## src/rtl/hpe_pkg.sv

```systemverilog
// Shared types and constants for the Horner polynomial evaluation unit.
`default_nettype none

package hpe_pkg;

  localparam int unsigned MAX_TERMS = 16;
  localparam int unsigned DATA_W  = 32;
  localparam int unsigned INDEX_W = 4;
  localparam int unsigned DEG_W   = 4;
  localparam int unsigned IN_TDATA_W  = 40;
  localparam int unsigned OUT_TDATA_W = 32;

  localparam logic [DEG_W-1:0] DEGREE_RESET = 4'd9;

  localparam logic signed [DATA_W-1:0] Q_MAX = 32'sh7FFF_FFFF;
  localparam logic signed [DATA_W-1:0] Q_MIN = 32'sh8000_0000;

  typedef enum logic {
    FUNC_LOAD = 1'b0,
    FUNC_EVAL = 1'b1
  } func_e;

  typedef struct packed {
    func_e                      func;
    logic [INDEX_W-1:0]         index;
    logic signed [DATA_W-1:0]   value;
    logic signed [DATA_W-1:0]   acc;
    logic                       ovf;
  } item_t;

endpackage

`default_nettype wire

```

## src/rtl/hpe_entry.sv

```systemverilog
// Entry stage: degree register, coefficient table and initial accumulator.
`default_nettype none

module hpe_entry
  import hpe_pkg::*;
(
  input  wire logic                 clk_i,
  input  wire logic                 rst_ni,
  input  wire logic                 en_i,
  input  wire logic                 cfg_we_i,
  input  wire logic [DEG_W-1:0]     cfg_wdata_i,
  input  wire logic                 in_valid_i,
  input  wire func_e                in_func_i,
  input  wire logic [INDEX_W-1:0]   in_index_i,
  input  wire logic [DATA_W-1:0]    in_value_i,
  output logic [DEG_W-1:0]          degree_o,
  output logic                      out_valid_o,
  output item_t                     out_item_o
);

  logic [DEG_W-1:0]         degree_q;
  logic [DEG_W-1:0]         deg_clamp;
  logic signed [DATA_W-1:0] coef_q [MAX_TERMS];
  logic signed [DATA_W-1:0] start_coef;
  logic                     valid_q;
  item_t                    item_q;
  logic                     load_wr;

  always_ff @(posedge clk_i or negedge rst_ni) begin
    if (!rst_ni) begin
      degree_q <= DEGREE_RESET;
    end else if (cfg_we_i) begin
      degree_q <= cfg_wdata_i;
    end
  end

  assign deg_clamp = (32'(degree_q) > MAX_TERMS - 1) ? DEG_W'(MAX_TERMS - 1) : degree_q;
  assign degree_o  = deg_clamp;

  assign load_wr = en_i && in_valid_i && (in_func_i == FUNC_LOAD) &&
                   (32'(in_index_i) < MAX_TERMS);

  always_ff @(posedge clk_i or negedge rst_ni) begin
    if (!rst_ni) begin
      for (int e = 0; e < MAX_TERMS; e++) coef_q[e] <= '0;
    end else if (load_wr) begin
      for (int e = 0; e < MAX_TERMS; e++) begin
        if (32'(in_index_i) == e) coef_q[e] <= in_value_i;
      end
    end
  end

  always_comb begin
    start_coef = '0;
    for (int e = 0; e < MAX_TERMS; e++) begin
      if (32'(deg_clamp) == e) start_coef = coef_q[e];
    end
  end

  always_ff @(posedge clk_i or negedge rst_ni) begin
    if (!rst_ni) begin
      valid_q <= 1'b0;
    end else if (en_i) begin
      valid_q <= in_valid_i;
    end
  end

  always_ff @(posedge clk_i) begin
    if (en_i) begin
      item_q.func  <= in_func_i;
      item_q.index <= in_index_i;
      item_q.value <= in_value_i;
      item_q.acc   <= start_coef;
      item_q.ovf   <= 1'b0;
    end
  end

  assign out_valid_o = valid_q;
  assign out_item_o  = item_q;

endmodule

`default_nettype wire

```

## config.mk

```make
export PLATFORM = sky130hd
export DESIGN_NAME = hpe_entry
export DESIGN_NICKNAME = d
export VERILOG_FILES = /design/src/rtl/hpe_pkg.sv /design/src/rtl/hpe_entry.sv
export SDC_FILE = /design/constraint.sdc
export NUM_CORES = 1
export LEC_CHECK = 0
export ABC_CLOCK_PERIOD_IN_PS = 3400
export BUFFER_PORTS_ARGS = -buffer_cell sky130_fd_sc_hd__buf_2
export CORE_ASPECT_RATIO = 1.25
export CORE_UTILIZATION = 66
export DETAILED_ROUTE_END_ITERATION = 7
export PLACE_DENSITY = 0.82
export REMOVE_ABC_BUFFERS = 1
export SYNTH_ARGS = -nofsm -noshare
export SYNTH_HDL_FRONTEND = slang
export SYNTH_SLANG_ARGS = --single-unit
```

## constraint.sdc

```tcl
create_clock -name clk_i -period 3.4 [get_ports clk_i]
set_input_delay 0.34 -clock clk_i [delete_from_list [all_inputs] [get_ports clk_i]]
set_output_delay 0.34 -clock clk_i [all_outputs]
set_load 0.05 [all_outputs]
```

# After elaboration in Yosys (flattened, before gate mapping)

Index checks and enable logic that the tools add are counted.

Input bits: 46
Output and inout port bits: 75
Word-level logic and storage cells: 89
Bits in registers: 586

Reductions and logical operators: 20
Equality and inequality tests: 30
Bitwise operators: 1
Multiplexer cells: 16

Operators with widths:

| operator                                                               | number |
|---|---|
| 32-bit 2-to-1 mux                                                      | 16 |
| 4-bit equality test (second input constant)                            | 16 |
| 4-bit by 3-bit equality test with 1-bit output (second input constant) | 8 |
| 2-bit AND reduction                                                    | 16 |
| 4-bit by 2-bit equality test with 1-bit output (second input constant) | 4 |
| 4-bit by 1-bit equality test with 1-bit output (second input constant) | 2 |
| 4-bit zero test                                                        | 2 |
| 1-bit logical AND                                                      | 2 |
| 1-bit inverter                                                         | 1 |

# Longest topological paths before layout

Depth after elaboration: 17
Mapped depth: 9
Mapped depth without buffers: 5

# Worst setup path before layout

No wires, ideal clock.

Kind: register to register
Start: register degree_q[0] (netlist: degree_o[0])
End: register item_q, in the netlist out_item_o[10] (data pin)
Required time: 3.128 ns
Arrival: 2.047 ns
Period minus slack after synthesis: 2.319 ns
Cell stages (with the launch flop): 9
Path buffers: 4
Path slack: 1.081 ns
Library setup time: 0.272 ns
Cells stage by stage: dfstp_2 > buf_4 > buf_4 > buf_6 > buf_4 > mux2i_1 > nor2_1 > a2111oi_0 > a21oi_1

Word-level cells in the longest chain between the ends: 17
Elaborated cells between the ends (all ways): 32
Those cells by class: eq/ne (15); mux (16); reduce/logical (1)

Ends and longest elaborated chain:

| element                         | RTL line        | source |
|---|---|---|
| start, declared                 | hpe_entry.sv:21 | `logic [DEG_W-1:0] degree_q;` |
| start signal, assigned          | hpe_entry.sv:33 | `degree_q <= cfg_wdata_i;` |
| 4-bit zero test                 | hpe_entry.sv:56 | `if (32'(deg_clamp) == e) start_coef = coef_q[e];` |
| 32-bit 2-to-1 mux (15 in a row) | hpe_entry.sv:56 |  |
| 32-bit 2-to-1 mux *             | hpe_entry.sv:56 |  |
| net start_coef[9]               | hpe_entry.sv:24 | `logic signed [DATA_W-1:0] start_coef;` |
| end, declared                   | hpe_entry.sv:26 | `item_t item_q;` |

Mark *: on every way through the listed nets, which the timed path passes. The rest lies on a longest branch.
A chain may end at the register's enable or synchronous reset.

# Worst setup path in the final report

Start: register degree_q[0] (netlist: degree_o[0])
End: register item_q, in the netlist out_item_o[2] (data pin)

The elaborated chain is that of the path after synthesis.

==> flow_summary.toml <==
[status]
status = "complete, no violations"

[clock_network]
clock_path_buffers = 3
cts_buffers = 54
cts_tree = "done"
cts-root-buf = "clkbuf_16"
cts-htree-levels = 2
cts.sinks = 586
holdBufCountCts = 4
clock_latency_ns = 0.60
cts_resized = 0
clk_pin_slew_ns = 0.07
cts_setup_buffers = 0

[global_route]
grt_start_max_net_pins = 102
grt_use_total_pct = 35.6
globalRouteOverflowTotal = 0
grt_pass1_vias = 18900
grt_pass1_wl_um = 110000
antenna_found_initial = 1

[timing]
maxSlewHeadroom_pct = 38.6
worst_pin_slew_ns = 0.921
report.final.slew_viol_count = 0
maxClockFrequency_ghz = 0.371
skew_ns = 0.0134
setup_viol = 0
final_hold_viol_count = 0
fin_crit_ns = 2.70
rsz0062_at_grt = "no"
min_period_over_period_pct = 79.3

[cells_and_area]
drive_gt1_share_pct = 40.3
num_antenna_cells = 0
area_delta_synth_final_pct = 10.7
multi_input_area_mm2 = 0.0108
final_nets = 2125
final_cells = 2628
utilization_pct = 73.9
fill_cells = 2560
regArea_mm2 = 0.0150

[synth]
synthArstFlopShare_pct = 88.2
synth_ff_type = "dfrtp_1"
yosys-top-cells-area = "dfrtp_1 (48%), mux2_2 (22%), edfxtp_1 (7.8%)"
synth_area_mm2 = 0.0267
synth.most_common_cell = "mux2_2"
avgSynthCellArea_um2 = 13.3
netlist_top_cells_count = "mux2_2 (529), dfrtp_1 (515), a21oi_1 (99)"
synth_edf_count = 69
synth_area_leader_cell = "dfrtp_1"
ys_warn_count = 0
ys_ff_latch = 586
ys_types = 63
synth_top_area_share_pct = 48.3
synthCells = 2005
seq_area_frac_synth_pct = 56.2

[floorplan]
rows = 82
coreArea_mm2 = 0.0400
dieWidth_um = 182
dieArea_mm2 = 0.0413
start_util_pct = 66.7
num_io_pins = 121
die_y_um = 227

[setup_path]
required_ns = 3.73
r2r_setup_slack_ns = 0.70
crit_path_end_kind = "flip-flop"
critPathLaunchType = "flip-flop"
cp_max_fo = 28
critPathKind = "reg -> reg"
worst_ep_arrival_time_ns = 3.02

[power_and_ir_drop]
total_power_mw = 17.3
ir_worst_vdd_mv = 0.477
p_per_area_mw_per_mm2 = 586
leakagePower_nw = 13.5

[min_path]
hold_class = "in -> reg"

[placed_design]
place_hpwl_um = 41200
place_inst = 2523
place_congestion = 0.889
portBuffers = 119

[flow_run]
cap_violations = 0

[route]
post-route-drc-count = 0
wl_per_cell_um = 27.4
vias = 18200
drt_wl_total_um = 72100
final_antenna_net_count = 0
drt-pass1-iter-count = 6
drtIter0Drc = 2076
viasPerCell = 6.93
[stage by stage]
| stage | instance area [um^2] | TNS, ns | hold slack, ns | setup WS, ns |
|---|---|---|---|---|
| after global placement | 27800 | 0 | 0.371 | 0.873 |
| after detailed placement | 27800 | 0 | 0.377 | 0.799 |
| after CTS | 29600 | 0 | 0.0456 | 0.792 |
| after global routing | 29600 | 0 | 0.0661 | 0.671 |
| after floorplan | 25800 | -64.58 | 0.0444 | -2.21 |
| final | 29600 | 0 | 0.0476 | 0.703 |
[per-layer routing]
layer | global-route usage, % | vias up | routed length, um
met3 | 5.80 | 261 | 6050
li1 | - | 7548 | -
met2 | 59.3 | 1042 | 35400
met5 | 0 | - | 0
met4 | 17.0 | 0 | 3350
met1 | 46.0 | 9354 | 27300
[registers in the layout (all words and copies together) (netlist names)]
name,count
coef_q,512
out_item_o,69
degree_o,4
out_valid_o,1
[cell families after synthesis]
family / after synthesis / synth area share [%]
mux: 618 / 26.8
flops: 586 / 56.2
compound gates: 394 / 9.49
simple gates: 224 / 4.08
buf+inv: 182 / 3.43
other cells: 1 / 0.0140
[worst paths after layout]
| check | startpoint | endpoint | depth (start not counted) |
|---|---|---|---|
| worst max-delay path | degree_o[0]$_DFFE_PN1P_ | out_item_o[2]$_DFFE_PP_ | 5 |
| worst min-delay path | in_valid_i | out_valid_o$_DFFE_PN0P_ | 3 |
| worst max register to register | degree_o[0]$_DFFE_PN1P_ | out_item_o[2]$_DFFE_PP_ | 5 |
| worst min register to register | coef_q[374]$_DFFE_PN0P_ | coef_q[374]$_DFFE_PN0P_ | 1 |
| max in group asynchronous | rst_ni | coef_q[483]$_DFFE_PN0P_ | 3 |
| min in group asynchronous | rst_ni | out_valid_o$_DFFE_PN0P_ | 2 |
[power breakdown]
part           internal [mW]  leakage (nW)  switching (mW)
clock network           3.43         0.873            2.63
logic                   1.20          5.12            1.56
registers               8.01          7.55           0.512
total                   12.6          13.5            4.70
[area by class of cell]
type	count	share of cell area [%]
Inverter	6	0.0762
Multi-Input combinational cell	1237	36.7
Clock buffer	80	5.31
Timing Repair Buffer	194	4.33
Clock inverter	21	0.635
Tap cell	504	2.13
Sequential cell	586	50.8
[cells in the final DEF, fill, tap and decap left out, types with 21 or more instances in the layout]
cell type / Yosys / final
a21oi_1: 99 / 99
a211oi_1: 25 / 25
a22oi_1: 23 / 23
clkbuf_16: 0 / 55
mux2i_1: 57 / 57
nand2_1: 67 / 61
buf_2: 63 / 117
o21ai_0: 92 / 92
nor2b_1: 30 / 30
mux4_2: 23 / 23
mux2_2: 529 / 529
nor2_1: 73 / 70
dfrtp_1: 515 / 513
edfxtp_1: 69 / 69
buf_4: 29 / 64
o22ai_1: 49 / 49
o211ai_1: 21 / 21
[critical path: stages (launching register included)]
cell      delay [ns]
dfstp_4         0.89
nand2b_1        0.50
nor2_1          0.26
a221o_1         0.37
a211oi_1        0.23
o22ai_1         0.15
(Power assumes the default switching activity.)
