--- src/rtl/hpe_pkg.sv ---
// Shared types and constants for the Horner polynomial evaluation unit.
`default_nettype none

package hpe_pkg;

  localparam int unsigned MAX_TERMS = 16;
  localparam int unsigned DATA_W  = 32;
  localparam int unsigned INDEX_W = 4;
  localparam int unsigned DEG_W   = 4;
  localparam int unsigned IN_TDATA_W  = 40;
  localparam int unsigned OUT_TDATA_W = 32;

  localparam logic [DEG_W-1:0] DEGREE_RESET = 4'd9;

  localparam logic signed [DATA_W-1:0] Q_MAX = 32'sh7FFF_FFFF;
  localparam logic signed [DATA_W-1:0] Q_MIN = 32'sh8000_0000;

  typedef enum logic {
    FUNC_LOAD = 1'b0,
    FUNC_EVAL = 1'b1
  } func_e;

  typedef struct packed {
    func_e                      func;
    logic [INDEX_W-1:0]         index;
    logic signed [DATA_W-1:0]   value;
    logic signed [DATA_W-1:0]   acc;
    logic                       ovf;
  } item_t;

endpackage

`default_nettype wire

--- src/rtl/hpe_step.sv ---
// One Horner term: multiply stage, then shift, add and saturate stage.
`default_nettype none

module hpe_step
  import hpe_pkg::*;
#(
  parameter int unsigned FRAC_BITS = 16,
  parameter int unsigned COEF_IDX  = 0
) (
  input  wire logic               clk_i,
  input  wire logic               rst_ni,
  input  wire logic               en_i,
  input  wire logic [DEG_W-1:0]   degree_i,
  input  wire logic               in_valid_i,
  input  wire item_t              in_item_i,
  output logic                    out_valid_o,
  output item_t                   out_item_o
);

  logic signed [2*DATA_W-1:0] prod_d, prod_q;
  logic signed [2*DATA_W-1:0] shifted;
  logic signed [2*DATA_W:0]   sum;
  logic signed [DATA_W-1:0]   sat_val;
  logic                       sat_hi, sat_lo;
  logic                       mul_valid_q;
  item_t                      mul_item_q;
  logic signed [DATA_W-1:0]   coef_q;
  logic                       active;
  logic                       add_valid_q;
  item_t                      add_item_d;
  item_t                      add_item_q;

  assign prod_d = in_item_i.acc * in_item_i.value;

  always_ff @(posedge clk_i or negedge rst_ni) begin
    if (!rst_ni) begin
      mul_valid_q <= 1'b0;
      add_valid_q <= 1'b0;
    end else if (en_i) begin
      mul_valid_q <= in_valid_i;
      add_valid_q <= mul_valid_q;
    end
  end

  always_ff @(posedge clk_i) begin
    if (en_i) begin
      mul_item_q <= in_item_i;
      prod_q     <= prod_d;
    end
  end

  // local copy of this term's coefficient, kept in order with evaluations
  always_ff @(posedge clk_i or negedge rst_ni) begin
    if (!rst_ni) begin
      coef_q <= '0;
    end else if (en_i && mul_valid_q && (mul_item_q.func == FUNC_LOAD) &&
                 (32'(mul_item_q.index) == COEF_IDX)) begin
      coef_q <= mul_item_q.value;
    end
  end

  assign shifted = prod_q >>> FRAC_BITS;
  assign sum     = (2*DATA_W+1)'(shifted) + (2*DATA_W+1)'(coef_q);
  assign sat_hi  = sum > (2*DATA_W+1)'(Q_MAX);
  assign sat_lo  = sum < (2*DATA_W+1)'(Q_MIN);

  always_comb begin
    priority if (sat_hi) begin
      sat_val = Q_MAX;
    end else if (sat_lo) begin
      sat_val = Q_MIN;
    end else begin
      sat_val = sum[DATA_W-1:0];
    end
  end

  assign active = (mul_item_q.func == FUNC_EVAL) && (32'(degree_i) > COEF_IDX);

  always_comb begin
    add_item_d = mul_item_q;
    if (active) begin
      add_item_d.acc = sat_val;
      add_item_d.ovf = mul_item_q.ovf | sat_hi | sat_lo;
    end
  end

  always_ff @(posedge clk_i) begin
    if (en_i) begin
      add_item_q <= add_item_d;
    end
  end

  assign out_valid_o = add_valid_q;
  assign out_item_o  = add_item_q;

endmodule

`default_nettype wire

--- config.mk ---
export PLATFORM = sky130hd
export DESIGN_NAME = hpe_step
export DESIGN_NICKNAME = d
export VERILOG_FILES = /design/src/rtl/hpe_pkg.sv /design/src/rtl/hpe_step.sv
export SDC_FILE = /design/constraint.sdc
export NUM_CORES = 2
export LEC_CHECK = 0
export BUFFER_PORTS_ARGS = -buffer_cell sky130_fd_sc_hd__buf_2
export CORE_ASPECT_RATIO = 1.25
export CORE_MARGIN = 3
export CORE_UTILIZATION = 40
export DETAILED_ROUTE_END_ITERATION = 6
export HOLD_SLACK_MARGIN = 0.03
export SLEW_MARGIN = 15
export SYNTH_ARGS = -nofsm -noshare
export SYNTH_HDL_FRONTEND = slang
export SYNTH_SLANG_ARGS = --single-unit
--- constraint.sdc ---
create_clock -name clk_i -period 8.4 [get_ports clk_i]
set_input_delay 1.68 -clock clk_i [delete_from_list [all_inputs] [get_ports clk_i]]
set_output_delay 1.68 -clock clk_i [all_outputs]
set_load 0.05 [all_outputs]
== Word-level counts from Yosys, hierarchy flattened ==
Index checks and enable logic that the tools add are counted.
Word-level totals
  word-level logic and storage cells: 30
  output and inout bits: 71
  register bits: 238
  bits of input ports: 78
Operators by class
  multiply operators: 1
  $add $sub $neg: 1
  $lt $le $gt $ge: 3
  reductions and logical operators: 5
  bitwise gates (word level): 3
  muxes and demuxes: 3
Operator list (count)
  32-bit by 32-bit multiplier with 64-bit output: 1
  32-bit two-way mux: 2
  48-bit by 32-bit adder with 49-bit output: 1
  49-bit by 32-bit greater-than comparator with 1-bit output (second input constant): 1
  49-bit by 32-bit < comparator with 1-bit output (second input constant): 1
  33-bit two-way mux: 1
  4-bit by 1-bit greater-than comparator with 1-bit output (second input constant): 1
  1-bit logical AND: 4
  4-bit zero test: 1
  1-bit OR: 2
  1-bit NOT: 1

== Logic depth before layout (Yosys ltp) ==
  word-level depth: 5
  depth in mapped cells: 29
  mapped depth without buffers: 28

== Least setup slack after synthesis ==
Ideal clock, no wire load.
  kind: input to register
  start: input port in_item_i[32] (netlist bit)
  end: register prod_q[59], data pin
  path slack: -0.621 ns
  data required time: 8.142 ns
  path buffers: 1
  stages: 26
  arrival time: 8.763 ns
  setup time: 0.258 ns
  path through: clkbuf_1 > nand2_1 > inv_1 > fa_1 > inv_1 > fa_1 > inv_1 > fa_1 > fa_1 > inv_1 > fa_1 > inv_1 > fa_1 > inv_1 > fa_1 > inv_1 > fa_1 > ha_1 > a21o_1 > a21oi_1 > o21ai_0 > a32o_1 > a21bo_2 > a21bo_2 > a21oi_1 > xnor2_1
On the way
  word-level cells in the longest chain between the ends: 1
RTL lines
  start, declared: RTL line hpe_step.sv:15  | input wire item_t in_item_i,
  32-bit by 32-bit multiplier with 64-bit output: RTL line hpe_step.sv:33  | assign prod_d = in_item_i.acc * in_item_i.value;
  via prod_d[59]: RTL line hpe_step.sv:20  | logic signed [2*DATA_W-1:0] prod_d, prod_q;
  end signal, assigned: RTL line hpe_step.sv:48  | prod_q <= prod_d;
  end, declared: RTL line hpe_step.sv:20
The timed path passes the listed nets, and every way through them passes these cells.
A chain may end at the register's enable or synchronous reset.

== Worst setup path in the final report ==
  start: input port in_item_i[12] (netlist bit)
  end: register prod_q[59], data pin
The elaborated chain is that of the path after synthesis.

==> flow_summary.yaml <==
placed_design:
  dp_hpwl_mm: 117
  gp_congestion: 0.913
  portBuffers: 148
  dp.cells: 6397
logic_synthesis:
  yosysTopAreaCell: "fa_1"
  yosys_warnings: 0
  synth_top_family_by_area: "adder cells"
  synthSimpleGateAreaFrac: 0.143
  synthArstFlopShare: 0.153
  synthDistinctLibCells: 83
  synth_cells: 4573
  ys_ff_latch: 222
  syn_area_mm2: 0.0460
  synth_adder_area_share: 0.533
  netlist_top_cells_area: "fa_1 (47%), edfxtp_1 (12%), inv_1 (8.0%)"
  yosys_most_used_dff: "edfxtp_1"
  synth_edf_count: 188
  synth_nets: 5961
  muxShareOfSynthArea: 0.00966
  synth_xor_area_frac: 0.0181
  ys_seq_area_frac: 0.141
  yosysTopAreaCellShare: 0.471
  synth-compound-area-share: 0.0547
  syn_avg_cell_area_um2: 10.1
clock_tree:
  cts_tree: "done"
  cts.sinks: 222
  htree_levels: 1
  cts_made_buffers: 26
  clockRootBuffer: "clkbuf_16"
  cts.clk_slew.worst_paths_ns: 0.06
  clock_latency_ns: 0.55
  cts_max_path_buffers: 3
hold_path:
  hp-start: "add_item_d[42]$_DFFE_PP_"
  hold_depth: 0
  hold_path_class: "flop to flop"
  whs_endpoint: "out_item_o[42]$_DFFE_PP_"
timing:
  rsz0062_at_grt: "yes"
  fin_crit_sh: 1.01
  finalMaxSlewViolations: 0
  setup_ws_ns: -0.107
  min_period_ns: 8.51
  setup_viol: 5
  clock.fmax_mhz: 118
  skew_ns: 0.0258
  tightest_slew_ns: 1.10
  maxSlewHeadroom: 0.268
  hold_viol: 0
setup_path:
  r2r_slack_ns: 2.80
  critPathKind: "input port to flop"
  path_buf_inv: 6
  crit_fanout: 5
  required_ns: 8.70
  crit_path_frequent_cell: "fa_1"
  worstSetupStartpointType: "input port"
  worst_r2r_endpoint: "out_item_o[20]$_DFFE_PP_"
  endpoint_kind: "flop"
  reg2reg_from: "prod_q[16]$_DFFE_PP_"
  crit_slowest_cell: "fa_2"
  critical_path.top_delay_family: "adder cells"
  worstPathArrival_ns: 8.80
  reg2reg_depth: 13
  cpPeakStageDelay_ns: 0.60
die:
  start_util: 0.405
  die_w_um: 309
  fp.dieArea_mm2: 0.119
  die_h_um: 385
  num_rows: 138
  core_area_mm2: 0.114
  io_pins: 149
global_route:
  track_usage: 0.236
  antenna_found_initial: 6
  first_global_vias: 36932
  grt_max_degree: 85
  grt_pass1_wl_mm: 213
  overflow: 0
drt:
  drc: 0
  initialDrtViolationCount: 1980
  wl_per_cell_um: 21.2
  drt-total-wl_mm: 138
  ant_nets: 0
  dr.pass1.iters: 5
  vias_per_cell: 5.14
  vias: 33319
finish:
  nNetsFinal: 6382
  stdcell_count: 6487
  drive_gt1_frac: 0.179
  area_delta_synth_final_pct: 17.0
job:
  drv_cap: 0
run_status:
  violations: "setup timing"
  status: "finished, violations left"
cell usage after synthesis, types with 7 or more instances:
library cell	instances
clkbuf_1	210
inv_1	984
nand3_1	25
dfrtp_1	34
or2_2	7
and2_1	505
nor2b_1	9
xor2_1	39
edfxtp_1	188
nor3_1	17
o211ai_1	18
o21bai_1	18
o21a_1	13
and3_1	7
nor2_1	90
mux2_2	35
ha_1	228
a21o_1	46
o21ai_0	48
nand2_1	585
nand4_1	23
o31ai_1	9
buf_2	13
fa_1	1082
o22ai_1	18
xnor2_1	56
o21ai_1	17
nand2b_1	15
a21oi_1	111
o311ai_2	10
layout make-up:
type                    instances  area (um^2)
fillers                     10579        59800
diodes                          3         7.51
flip-flops and latches        222         6500
repair buffers                622         5140
clock inverters                12          165
inverters                     985         3700
clock buffers                  36          729
well taps                    1470         1840
multi-input cells            3137        35700
per-layer routing:
layer	vias to the layer above	track usage	share of wire
met1	17450	0.278	0.37
met3	308	0.0199	0.044
li1	14572	-	-
met2	987	0.434	0.52
met4	2	0.108	0.060
met5	-	0	0.000051
worst reg2reg max path, stage by stage (launching register included):
cell and delay [ns]:
edfxtp_1 0.37, ha_1 0.26, fa_1 0.44, a211oi_1 0.33, o211ai_1 0.25, a2111o_1 0.48
and4bb_1 0.32, o21ai_2 0.23, a21oi_1 0.09, o21ai_0 0.16, a22o_1 0.24, clkinv_1 0.66
nor2_2 1.12, o311ai_2 0.31
per-stage QoR:
stage,hold WS [ns],TNS [ns],instance area (um^2),setup slack (ns),util
after global placement,0.430,-28.02,51300,-1.02,0.451
after global routing,0.458,-1.75,53800,-0.246,0.474
after CTS,0.449,-0.247,53000,-0.116,0.466
after detailed placement,0.434,-32.77,51300,-1.13,0.451
final,0.452,-0.307,53800,-0.107,0.474
after floorplan,0.422,-0.996,46100,-0.209,-
flip-flops by register name, summed over array words and instances, names as in the netlist:
register     cells
add_item_d      37
coef_q          32
mul_item_q      33
mul_valid_q      1
out_item_o      70
out_valid_o      1
prod_q          48
cells by family (layout without fill, tap and decap cells):
| family | after synthesis | after routing |
|---|---|---|
| flops | 222 | 222 |
| xor+xnor | 95 | 95 |
| simple gates | 1319 | 1319 |
| compound gates | 373 | 373 |
| other cells | 0 | 3 |
| buf+inv | 1214 | 1655 |
| fa+ha+maj | 1310 | 1310 |
| mux | 40 | 40 |
cell usage in the layout (no fill, tap or decap), types with 10 or more instances in the layout:
master | Yosys | final
buf_4 | 2 | 418
o21ai_0 | 48 | 39
fa_2 | 0 | 52
o21bai_1 | 18 | 14
o21a_1 | 13 | 13
o211ai_1 | 18 | 18
o21ai_1 | 17 | 22
dfrtp_1 | 34 | 34
xnor2_1 | 56 | 53
buf_8 | 0 | 16
nand4_1 | 23 | 23
nand2_1 | 585 | 581
fa_1 | 1082 | 1030
a21oi_2 | 0 | 18
buf_12 | 0 | 26
ha_1 | 228 | 213
and2_1 | 505 | 485
xor2_1 | 39 | 34
buf_2 | 13 | 97
and2_4 | 0 | 20
nor3_1 | 17 | 16
ha_4 | 0 | 12
nand2b_1 | 15 | 14
mux2_2 | 35 | 35
inv_1 | 984 | 965
nor2_1 | 90 | 87
a21oi_1 | 111 | 87
a21o_1 | 46 | 46
o22ai_1 | 18 | 18
o311ai_2 | 10 | 10
inv_2 | 0 | 18
nand3_1 | 25 | 23
clkbuf_16 | 0 | 28
buf_6 | 1 | 61
edfxtp_1 | 188 | 188
how the worst max path moves through the flow:
| stage | startpoint | to | cells past startpoint |
|---|---|---|---|
| floorplan | in_item_i[32] | prod_q[61]$_DFFE_PP_ | 26 |
| global placement | in_item_i[41] | prod_q[62]$_DFFE_PP_ | 25 |
| detailed placement | in_item_i[41] | prod_q[62]$_DFFE_PP_ | 25 |
| CTS | in_item_i[12] | prod_q[59]$_DFFE_PP_ | 25 |
| global route | in_item_i[12] | prod_q[59]$_DFFE_PP_ | 27 |
| finish | in_item_i[12] | prod_q[59]$_DFFE_PP_ | 27 |
repair_timing:
item,4_1_cts,5_1_grt
setup endpoints to repair,34,29
resized for setup,174,173
gates cloned,0,1
hold buffers,0,0
pin swaps,71,141
buffers inserted,21,20
Power is not shown: default switching activity piles up to over one toggle a cycle in this logic, so the estimate is an artifact.
